### config.mk
export PLATFORM = sky130hd
export DESIGN_NAME = mbf_level_ctrl
export DESIGN_NICKNAME = d
export VERILOG_FILES = /design/src/rtl/mbf_pkg.sv /design/src/rtl/mbf_level_ctrl.sv
export SDC_FILE = /design/constraint.sdc
export NUM_CORES = 1
export LEC_CHECK = 0
export CAP_MARGIN = 0
export CELL_PAD_IN_SITES_DETAIL_PLACEMENT = 1
export CELL_PAD_IN_SITES_GLOBAL_PLACEMENT = 2
export CORE_UTILIZATION = 35
export CTS_CLUSTER_SIZE = 8
export DETAILED_ROUTE_END_ITERATION = 6
export DONT_BUFFER_PORTS = 1
export PLACE_DENSITY = 0.58
export SETUP_SLACK_MARGIN = 0.1
export SLEW_MARGIN = 10
export SYNTH_ARGS = -nofsm -noshare
export SYNTH_HDL_FRONTEND = slang
export SYNTH_SLANG_ARGS = --single-unit
### constraint.sdc
create_clock -name clk -period 8.9 [get_ports clk]
set_input_delay 1.78 -clock clk [delete_from_list [all_inputs] [get_ports clk]]
set_output_delay 1.78 -clock clk [all_outputs]
set_load 0.01 [all_outputs]
### src/rtl/mbf_pkg.sv
package mbf_pkg;

  // Default build limits.
  localparam int MAX_SIDE_DEF   = 4096;
  localparam int MAX_LEVELS_DEF = 13;

  // Fixed field widths.
  localparam int RGBA_W  = 32;
  localparam int LEVEL_W = 4;
  localparam int PAIR_W  = 36;
  localparam int CFG_W   = 13;
  localparam int CFG_IDX_W = 8;

  // Side length after reset.
  localparam int SIDE_RESET = 4096;

  // Configuration register indexes.
  typedef enum logic [CFG_IDX_W-1:0] {
    REG_IMAGE_WIDTH  = 8'd0,
    REG_IMAGE_HEIGHT = 8'd1
  } cfg_reg_t;

  // Per-step control from the level logic to the walker.
  typedef struct packed {
    logic cont;    // the block average goes on to the next level
    logic mem_wr;  // store the horizontal pair sum of an even row
  } step_ctl_t;

  // Four 9-bit channel sums of two pixels, packed at bits 0, 9, 18 and 27.
  function automatic logic [PAIR_W-1:0] pair_sum(input logic [RGBA_W-1:0] a,
                                                 input logic [RGBA_W-1:0] b);
    logic [PAIR_W-1:0] r;
    r = '0;
    for (int c = 0; c < 4; c++) begin
      r[9*c +: 9] = {1'b0, a[8*c +: 8]} + {1'b0, b[8*c +: 8]};
    end
    return r;
  endfunction

  // Truncating average of a 2x2 block from two pair sums.
  function automatic logic [RGBA_W-1:0] block_average(input logic [PAIR_W-1:0] top,
                                                      input logic [PAIR_W-1:0] bot);
    logic [RGBA_W-1:0] r;
    logic [9:0]        s;
    r = '0;
    for (int c = 0; c < 4; c++) begin
      s = {1'b0, top[9*c +: 9]} + {1'b0, bot[9*c +: 9]};
      r[8*c +: 8] = s[9:2];
    end
    return r;
  endfunction

endpackage

### src/rtl/mbf_level_ctrl.sv
module mbf_level_ctrl
  import mbf_pkg::*;
#(
  parameter int MAX_SIDE   = MAX_SIDE_DEF,
  parameter int MAX_LEVELS = MAX_LEVELS_DEF
) (
  input  logic                                  clk,
  input  logic                                  rst_n,
  input  logic                                  restart,
  input  logic                                  adv,
  input  logic [$clog2(MAX_LEVELS)-1:0]         lvl,
  input  logic [$clog2(MAX_SIDE+1)-1:0]         side_w,
  input  logic [$clog2(MAX_SIDE+1)-1:0]         side_h,
  input  logic [$clog2(MAX_LEVELS+1)-1:0]       levels,
  input  logic [$clog2(MAX_SIDE+1):0]           off,
  input  logic [RGBA_W-1:0]                     cur_pix,
  output logic [$clog2(MAX_SIDE)-1:0]           pos_x,
  output logic [$clog2(MAX_SIDE)-1:0]           pos_y,
  output logic [$clog2(MAX_SIDE+1)-1:0]         next_w,
  output logic [PAIR_W-1:0]                     pair,
  output logic [$clog2(MAX_SIDE)-1:0]           addr,
  output step_ctl_t                             ctl
);

  localparam int CW  = $clog2(MAX_SIDE);
  localparam int SW  = $clog2(MAX_SIDE + 1);
  localparam int IW  = SW + 1;
  localparam int LCW = $clog2(MAX_LEVELS + 1);

  logic [CW-1:0]     col_r  [MAX_LEVELS];
  logic [CW-1:0]     row_r  [MAX_LEVELS];
  logic [RGBA_W-1:0] hold_r [MAX_LEVELS];

  logic [SW-1:0] wl, hl, hn;
  logic [SW-1:0] x_ext, y_ext;
  logic          wrap_x, wrap_y;
  logic [IW-1:0] idx;
  logic          in_block, idx_ok, pair_ok, hold_wr;

  always_comb begin
    pos_x  = col_r[lvl];
    pos_y  = row_r[lvl];
    wl     = side_w >> lvl;
    hl     = side_h >> lvl;
    next_w = wl >> 1;
    hn     = hl >> 1;
    x_ext  = SW'(pos_x);
    y_ext  = SW'(pos_y);
    wrap_x = (x_ext + SW'(1)) >= wl;
    wrap_y = (y_ext + SW'(1)) >= hl;

    // The pixel lies inside a complete 2x2 block of a level that has a successor.
    in_block = ((LCW'(lvl) + LCW'(1)) < levels) && (next_w != '0) && (hn != '0) &&
               (x_ext < {next_w[SW-2:0], 1'b0}) && (y_ext < {hn[SW-2:0], 1'b0});
    idx      = off + IW'(pos_x >> 1);
    idx_ok   = idx < IW'(MAX_SIDE);
    addr     = idx[CW-1:0];
    pair     = pair_sum(hold_r[lvl], cur_pix);
    hold_wr  = in_block && !pos_x[0];
    pair_ok  = in_block && pos_x[0] && idx_ok;
    ctl.mem_wr = pair_ok && !pos_y[0];
    ctl.cont   = pair_ok && pos_y[0];
  end

  always_ff @(posedge clk) begin
    if (!rst_n || restart) begin
      for (int i = 0; i < MAX_LEVELS; i++) begin
        col_r[i] <= '0;
        row_r[i] <= '0;
      end
    end else if (adv) begin
      if (wrap_x) begin
        col_r[lvl] <= '0;
        row_r[lvl] <= wrap_y ? '0 : CW'(y_ext + SW'(1));
      end else begin
        col_r[lvl] <= CW'(x_ext + SW'(1));
      end
    end
  end

  // Even-column pixels wait here for their right neighbor.
  always_ff @(posedge clk) begin
    if (adv && hold_wr) begin
      hold_r[lvl] <= cur_pix;
    end
  end

endmodule

# --- Word level (Yosys, flattened, before mapping) ---
# Memory sizes are Yosys's and may differ from the RTL's.
# Cells that the tools add are included.
word_totals:
  word_cells: 58
  in_bits: 84
  ff_bits: 0
  mem_count: 3
  latch_bits: 0
  rom_bits: 0
  ramBits: 728
  output_inout_bits: 87
classes:
  mul: 0
  bitwise_logic: 1
  reduce_logical: 18
  shifts: 2
  n_lt_le_gt_ge: 6
  n_eq_ne: 0
  muxes: 20
  div_mod_pow: 0
  addsub: 8
memory_table:
  columns: ["name", "words", "word_bits", "rd", "rd_clocked_by_memory_dff", "wr", "line_no", "text"]
  rows:
  - ["hold_r", 13, 32, 1, 0, 1, "mbf_level_ctrl.sv:32", "logic [RGBA_W-1:0] hold_r [MAX_LEVELS];"]
  - ["col_r", 13, 12, 1, 0, 13, "mbf_level_ctrl.sv:30", "logic [CW-1:0] col_r [MAX_LEVELS];"]
  - ["row_r", 13, 12, 1, 0, 13, "mbf_level_ctrl.sv:31", "logic [CW-1:0] row_r [MAX_LEVELS];"]
ops:
  columns: ["op", "n"]
  rows:
  - ["$mux W12", 4]
  - ["$add A8 B8 Y9", 4]
  - ["$add A12 B1 Y13 const B", 2]
  - ["$ge A13 B13 Y1", 2]
  - ["$lt A12 B13 Y1", 2]
  - ["$reduce_bool A13 Y1", 2]
  - ["$shr A13 B4 Y13", 2]
  - ["$reduce_or A12 Y1", 2]
  - ["$add A14 B11 Y14", 1]
  - ["$lt A14 B13 Y1 const B", 1]
  - ["$mux W1", 14]
  - ["$logic_and A1 B1 Y1", 10]
  - ["$mux W4", 2]
  - ["$add A4 B1 Y4 const B", 1]
  - ["$lt A4 B4 Y1", 1]
  - ["$logic_not A1 Y1", 3]
  - ["$logic_or A1 B1 Y1", 1]
  - ["$or A1 B1 Y1", 1]

# --- Longest topological paths before layout ---
# Gate-level depths: netlist (run 1).
logic_depth:
  ltp_word: 10
  mapped_depth: 22
  depth_no_buf: 17

# --- Worst setup path after synthesis (run 1) ---
# OpenSTA, ideal clock, no wires.
synth_timing:
  path_type: "input to register"
  from: "input lvl[3]"
  to: "memory hold_r[7][0], enable pin"
  cell_stages: 14
  arrival_ns: 7.074
  slack_ns: 1.365
  setup_time_ns: 0.461
  required_ns: 8.439
  n_path_buf: 5
  path_cell_list: "buf_4 -> clkbuf_1 -> clkbuf_1 -> buf_1 -> buf_1 -> o21bai_1 -> ha_1 -> a21o_1 -> a21oi_1 -> o21ai_0 -> a2111o_1 -> a311oi_2 -> nand4_2 -> nor3_1"
synth_via:
  elab_chain_len: 10
  elab_cells_between_ends: 19
  classes_between: "add/sub (1); order compare (3); shift (2); mux (2); reduce/logical (9); memory (2)"
synth_rtl:
  columns: ["element", "line_no", "text"]
  rows:
  - ["start: declaration", "mbf_level_ctrl.sv:11", "input logic [$clog2(MAX_LEVELS)-1:0] lvl,"]
  - ["branches (longest 10 deep; another with $lt A12 B13 Y1)", null, null]
  - ["end: declaration", "mbf_level_ctrl.sv:32", null]
# Parallel ways; which one is timed is not known.

==> flow_metrics.env, run 1 <==
export IMPL_path_class="input port to output pin"
export IMPL_peakVddDrop_v=0.000136
export IMPL_dp_hpwl_um=68100
export IMPL_h_tree_depth=3
export IMPL_critical_path_max_fanout=229
export IMPL_ant_nets=0
export IMPL_drt_pass1_iterations=7
export IMPL_synth_most_common_cell="edfxtp_1"
export IMPL_ys_warnings_count=0
export IMPL_fmax_mhz=115
export IMPL_rsz0062_at_grt="no"
export IMPL_arrival_ns=6.88
export IMPL_drc=2
export IMPL_wl_per_cell_um=29.7
export IMPL_io_buffers=0
export IMPL_final_setup_viol_count=0
export IMPL_finalInstanceArea_um2=41800
export IMPL_instances_no_fill=3751
export IMPL_hp_class="input port to register"
export IMPL_min_to="hold_r[1][29]"
export IMPL_fp_row_count=119
export IMPL_syn_area_um2=37200
export IMPL_post_cts_buffers=0
export IMPL_dp_slack_ns=0.192
export IMPL_dp_cells=3632
export IMPL_slew_headroom_pct=17.9
export IMPL_drt_iter0_markers=1558
export IMPL_fin_nets=2540
export IMPL_timing_final_ws_setup_ns=0.240
export IMPL_syn_area_per_cell_um2=16.2
export IMPL_fp_dieH_um=328
export IMPL_drv_cap=0
export IMPL_min_period_over_period_pct=97.3
export IMPL_grt_pass1_wl_um=160000
export IMPL_outcome="finished with violations"
export IMPL_die_w_um=328
export IMPL_ys_ff_latch=800
export IMPL_grt_pass1_vias=22500
export IMPL_tightest_slew_ns=1.22
export IMPL_fin_crit_ns=8.66
export IMPL_drt_wl_total_um=111000
export IMPL_synthCells=2293
export IMPL_regArea_um2=24000
export IMPL_endpoint_kind="output pin"
export IMPL_design_die_area_um2=108000
export IMPL_finalPower_mw=8.88
export IMPL_cts_max_path_buffers=3
export IMPL_viasPerCell=5.59
export IMPL_synth_top_cells_by_count="800 x edfxtp_1, 267 x nor2_1, 236 x mux4_2"
export IMPL_regToRegStartpoint="col_r[11][1]"
export IMPL_clock_sinks=800
export IMPL_ys_types=78
export IMPL_coreArea_um2=105000
export IMPL_power_density_nw_per_um2=213
export IMPL_vias=21000
export IMPL_area_delta_synth_final_pct=12.3
export IMPL_seq_area_frac_synth_pct=64.6
export IMPL_placed_cell_area_um2=38900
export IMPL_rrSetupSlack_ns=2.54
export IMPL_root_buffer="clkbuf_16"
export IMPL_p_leak_nw=14.2
export IMPL_antenna_found_initial=4
export IMPL_synth_edf_count=800
export IMPL_synth_top_area_share_pct=64.6
export IMPL_gp_congestion=0.818
export IMPL_async_reset_ff_share_pct=0
export IMPL_drive_gt1_share_pct=22.1
export IMPL_timing_rr_end="row_r[1][7]"
export IMPL_hold_viol=0
export IMPL_multi_input_area_um2=12200
export IMPL_grt_max_degree=237
export IMPL_utilization_pct=39.7
export IMPL_fill_cells=10300
export IMPL_hold_start="cur_pix[29]"
export IMPL_r2r_cells=17
export IMPL_initial_core_util_pct=35.3
export IMPL_ys_top_cells_by_area="edfxtp_1 65%, mux4_2 14%, ha_1 3.3%, nor2_1 2.7%, nor3_1 1.4%"
export IMPL_holdWs_ns=1.20
export IMPL_critPathLaunchType="input port"
export IMPL_whs_path_depth=0
export IMPL_slew_viol_final=0
export IMPL_tns_ns=0
export IMPL_track_usage_pct=20.8
export IMPL_required_ns=7.12
export IMPL_violations="design-rule violations"
export IMPL_clock_latency_ns=0.69
export IMPL_synth_ff_type="edfxtp_1"
export IMPL_pin_count=171
export IMPL_fin_worst_skew_ns=0.0345
export IMPL_cts_tree="yes"
export IMPL_antennaDiodeCount=0
export IMPL_cts_buffers=110
export IMPL_yosys_area_top_type="edfxtp_1"
export IMPL_clkSlewWorstSetupHoldPaths_ns=0.05
export IMPL_overflow=0
[final cells by class]
class | instances | area share [%]
Multi-Input combinational cell | 1279 | 29.3
Timing Repair Buffer | 72 | 1.29
Clock inverter | 6 | 0.240
Sequential cell | 800 | 57.5
Tap cell | 1391 | 4.17
Clock buffer | 113 | 6.67
Inverter | 90 | 0.809
[power breakdown]
| group | internal [mW] | switching (mW) | leakage [nW] |
|---|---|---|---|
| clock | 2.18 | 1.50 | 1.41 |
| combinational | 0.349 | 0.579 | 4.83 |
| sequential | 4.24 | 0.0224 | 7.92 |
[logic make-up (layout without fill, tap and decap cells)]
logic type                 count (synthesis)  after routing  synth area share, %
and+or+nand+nor                          612            612                 7.88
AOI/OAI and AO/OA                        209            209                 3.70
muxes                                    271            271                 15.6
adders and majority gates                103            103                 3.57
buffers and inverters                    246            281                 3.12
DFF                                      800            800                 64.6
other                                      1             33               0.0101
xor gates and xnor gates                  51             51                 1.48
[worst max path at each step]
stage	from	to	slack (ns)	cells after the start
CTS	lvl[3]	ctl[1]	0.15	14
detailed placement	lvl[3]	ctl[1]	0.19	14
global route	lvl[3]	ctl[1]	0.27	15
finish	lvl[0]	ctl[1]	0.24	15
global placement	lvl[3]	ctl[1]	0.27	14
floorplan	lvl[3]	hold_r[7][0]	1.36	14
[layout by cell type, fill, tap and decap left out, types with 41 or more instances in the layout]
cell type	Yosys	layout
edfxtp_1	800	800
nor2_1	267	266
mux4_2	236	236
clkbuf_16	0	111
nor3_1	104	102
ha_1	98	98
nand2_1	85	83
inv_1	75	75
buf_4	15	72
a21oi_1	44	44
o21ai_0	55	41
[critical path: stages]
cell and delay (ns):
mux4_2 0.61, a22o_1 0.25, a221oi_2 0.30, inv_1 0.28
ha_1 0.37, inv_1 0.10, fa_1 0.20, nor2b_1 0.07
o31a_1 0.28, o31a_1 0.29, mux2i_1 0.17, nand4_1 0.10
a311o_1 0.49, a211oi_1 1.01, buf_4 0.27
[registers in the layout, indices dropped and copies added, names as in the netlist]
| register | flops |
|---|---|
| hold_r | 416 |
| col_r | 192 |
| row_r | 192 |
[per-layer routing]
layer / vias up / track usage (%) / wire [um]
met5: - / 0 / 16
met3: 158 / 5.96 / 8130
li1: 9023 / - / -
met1: 11200 / 28.3 / 48600
met4: 2 / 5.85 / 2760
met2: 596 / 32.5 / 51700
[timing repair]
action	4_1_cts	5_1_grt
resized for setup	0	1
setup endpoints to repair	0	1
hold buffers	0	0
No activity file was read; power rests on OpenSTA's default activity.
==> inputs of run 2 (changes only) <==
CTS_CLUSTER_SIZE = 16   (was 8)
REMOVE_ABC_BUFFERS = 1   (was not set)
==> run 2 against run 1 <==
Effect of this change:
- the flow now finishes without violations
- global-route usage shrank 1.1 points
- clock power shrank 5%
- sequential power is essentially flat
==> flow_metrics.env, run 2 (same netlist as run 1, synthesis figures left out) <==
export IMPL_path_class="input port to output pin"
export IMPL_fp_row_count=119
export IMPL_hold_viol=0
export IMPL_design_die_area_um2=108000
export IMPL_fmax_mhz=121
export IMPL_post_cts_buffers=0
export IMPL_peakVddDrop_v=0.000129
export IMPL_dp_hpwl_um=64500
export IMPL_regMostFlops="hold_r"
export IMPL_fill_cells=10300
export IMPL_vias=20700
export IMPL_track_usage_pct=19.7
export IMPL_hold_start="cur_pix[0]"
export IMPL_hold_buffers=0
export IMPL_cts_buffers=88
export IMPL_min_period_over_period_pct=93.1
export IMPL_timing_rr_end="row_r[6][11]"
export IMPL_hp_class="input port to register"
export IMPL_tns_ns=0
export IMPL_grt_max_degree=237
export IMPL_layout_commonest_cell="edfxtp_1"
export IMPL_cts_max_path_buffers=3
export IMPL_wl_per_cell_um=27.9
export IMPL_overflow=0
export IMPL_clock_latency_ns=0.65
export IMPL_h_tree_depth=3
export IMPL_reg_top3="hold_r x416, col_r x192, row_r x192"
export IMPL_initial_core_util_pct=35.3
export IMPL_critical_path_max_fanout=229
export IMPL_whs_path_depth=0
export IMPL_pin_count=171
export IMPL_gp_congestion=0.801
export IMPL_cts_resized=0
export IMPL_clock_sinks=800
export IMPL_drv_cap=0
export IMPL_rsz0062_at_grt="no"
export IMPL_endpoint_kind="output pin"
export IMPL_io_buffers=0
export IMPL_drt_pass1_iterations=5
export IMPL_fin_nets=2500
export IMPL_critPathLaunchType="input port"
export IMPL_slew_headroom_pct=20.7
export IMPL_area_delta_synth_final_pct=11.6
export IMPL_arrival_ns=6.51
export IMPL_antenna_found_initial=2
export IMPL_final_setup_viol_count=0
export IMPL_root_buffer="clkbuf_16"
export IMPL_ant_nets=0
export IMPL_critical_path_max_stage_delay_ns=0.96
export IMPL_cpMaxStageDelayCell="o32ai_2"
export IMPL_finalInstanceArea_um2=41500
export IMPL_outcome="finished, final reports clean"
export IMPL_regToRegStartpoint="col_r[13][4]"
export IMPL_die_w_um=328
export IMPL_fin_worst_skew_ns=0.0221
export IMPL_power_density_nw_per_um2=209
export IMPL_drt_iter0_markers=1479
export IMPL_clkSlewWorstSetupHoldPaths_ns=0.06
export IMPL_finalPower_mw=8.66
export IMPL_slew_viol_final=0
export IMPL_grt_pass1_wl_um=155000
export IMPL_placed_cell_area_um2=38700
export IMPL_path_cells="inv_1 -> and2_1 -> o32ai_2 -> inv_1 -> ha_1 -> o21ai_0 -> nand2b_1 -> a21oi_1 -> a311oi_1 -> a311oi_2 -> nand4_2 -> buf_4 -> a211oi_1 -> buf_4"
export IMPL_largest_reg_flops=416
export IMPL_fp_dieH_um=328
export IMPL_drc=0
export IMPL_viasPerCell=5.49
export IMPL_coreArea_um2=105000
export IMPL_layout_common_cells="800 x edfxtp_1, 266 x nor2_1, 236 x mux4_2, 102 x nor3_1, 98 x ha_1"
export IMPL_min_to="hold_r[10][0]"
export IMPL_p_leak_nw=14.0
export IMPL_r2r_cells=17
export IMPL_rrSetupSlack_ns=3.13
export IMPL_utilization_pct=39.4
export IMPL_required_ns=7.12
export IMPL_tightest_slew_ns=1.18
export IMPL_cts_tree="yes"
export IMPL_grt_pass1_vias=22200
export IMPL_drt_wl_total_um=105000
export IMPL_fin_crit_ns=8.29
export IMPL_drive_gt1_share_pct=21.5
[run 2: worst max-delay path by stage]
stage                start  slack [ns]           end
CTS                 lvl[0]        0.83        ctl[1]
finish              lvl[0]        0.61        ctl[1]
floorplan           lvl[3]        0.25  col_r[13][2]
global route        lvl[0]        0.49        ctl[0]
detailed placement  lvl[0]        0.86        ctl[1]
global placement    lvl[0]        0.86        ctl[1]
[run 2: through the flow]
stage,hold WS [ns],std cells,setup slack [ns]
floorplan,1.13,2169,0.246
global placement,1.37,3614,0.862
detailed placement,1.40,3614,0.857
CTS,1.17,3772,0.833
global route,1.19,3772,0.492
finish,1.23,3773,0.612
[run 2: layer usage]
layer / vias up / global-route usage [%] / part of all wire [%]
met2: 466 / 33.2 / 49
met1: 11100 / 26.2 / 43
li1: 8986 / - / -
met3: 127 / 3.66 / 5.3
met4: 2 / 4.96 / 1.8
met5: - / 0 / 0.012
[run 2: area by class of cell]
class	instances	area (um2)	share of cell area [%]
multi-input cells	1279	12200	29.5
clock inverters	51	473	1.14
clock buffers	107	2270	5.48
inverters	90	338	0.814
diodes	1	2.50	0.00603
flip-flops and latches	800	24000	57.9
repair buffers	54	405	0.977
well taps	1391	1740	4.19
[run 2: worst max-delay path, delay by kind of cell]
| family | cells | cell delay, ns |
|---|---|---|
| AOI/OAI and AO/OA | 6 | 2.52 |
| buffers and inverters | 4 | 1.13 |
| adders and majority gates | 1 | 0.33 |
| and+or+nand+nor | 3 | 0.48 |
[run 2: report_power, final]
group / leakage (nW) / total [mW] / switching (mW) / internal [mW]
Combinational: 4.75 / 0.891 / 0.552 / 0.339
Sequential: 7.92 / 4.26 / 0.0213 / 4.24
Clock: 1.35 / 3.51 / 1.49 / 2.02
Total: 14.0 / 8.66 / 2.06 / 6.60
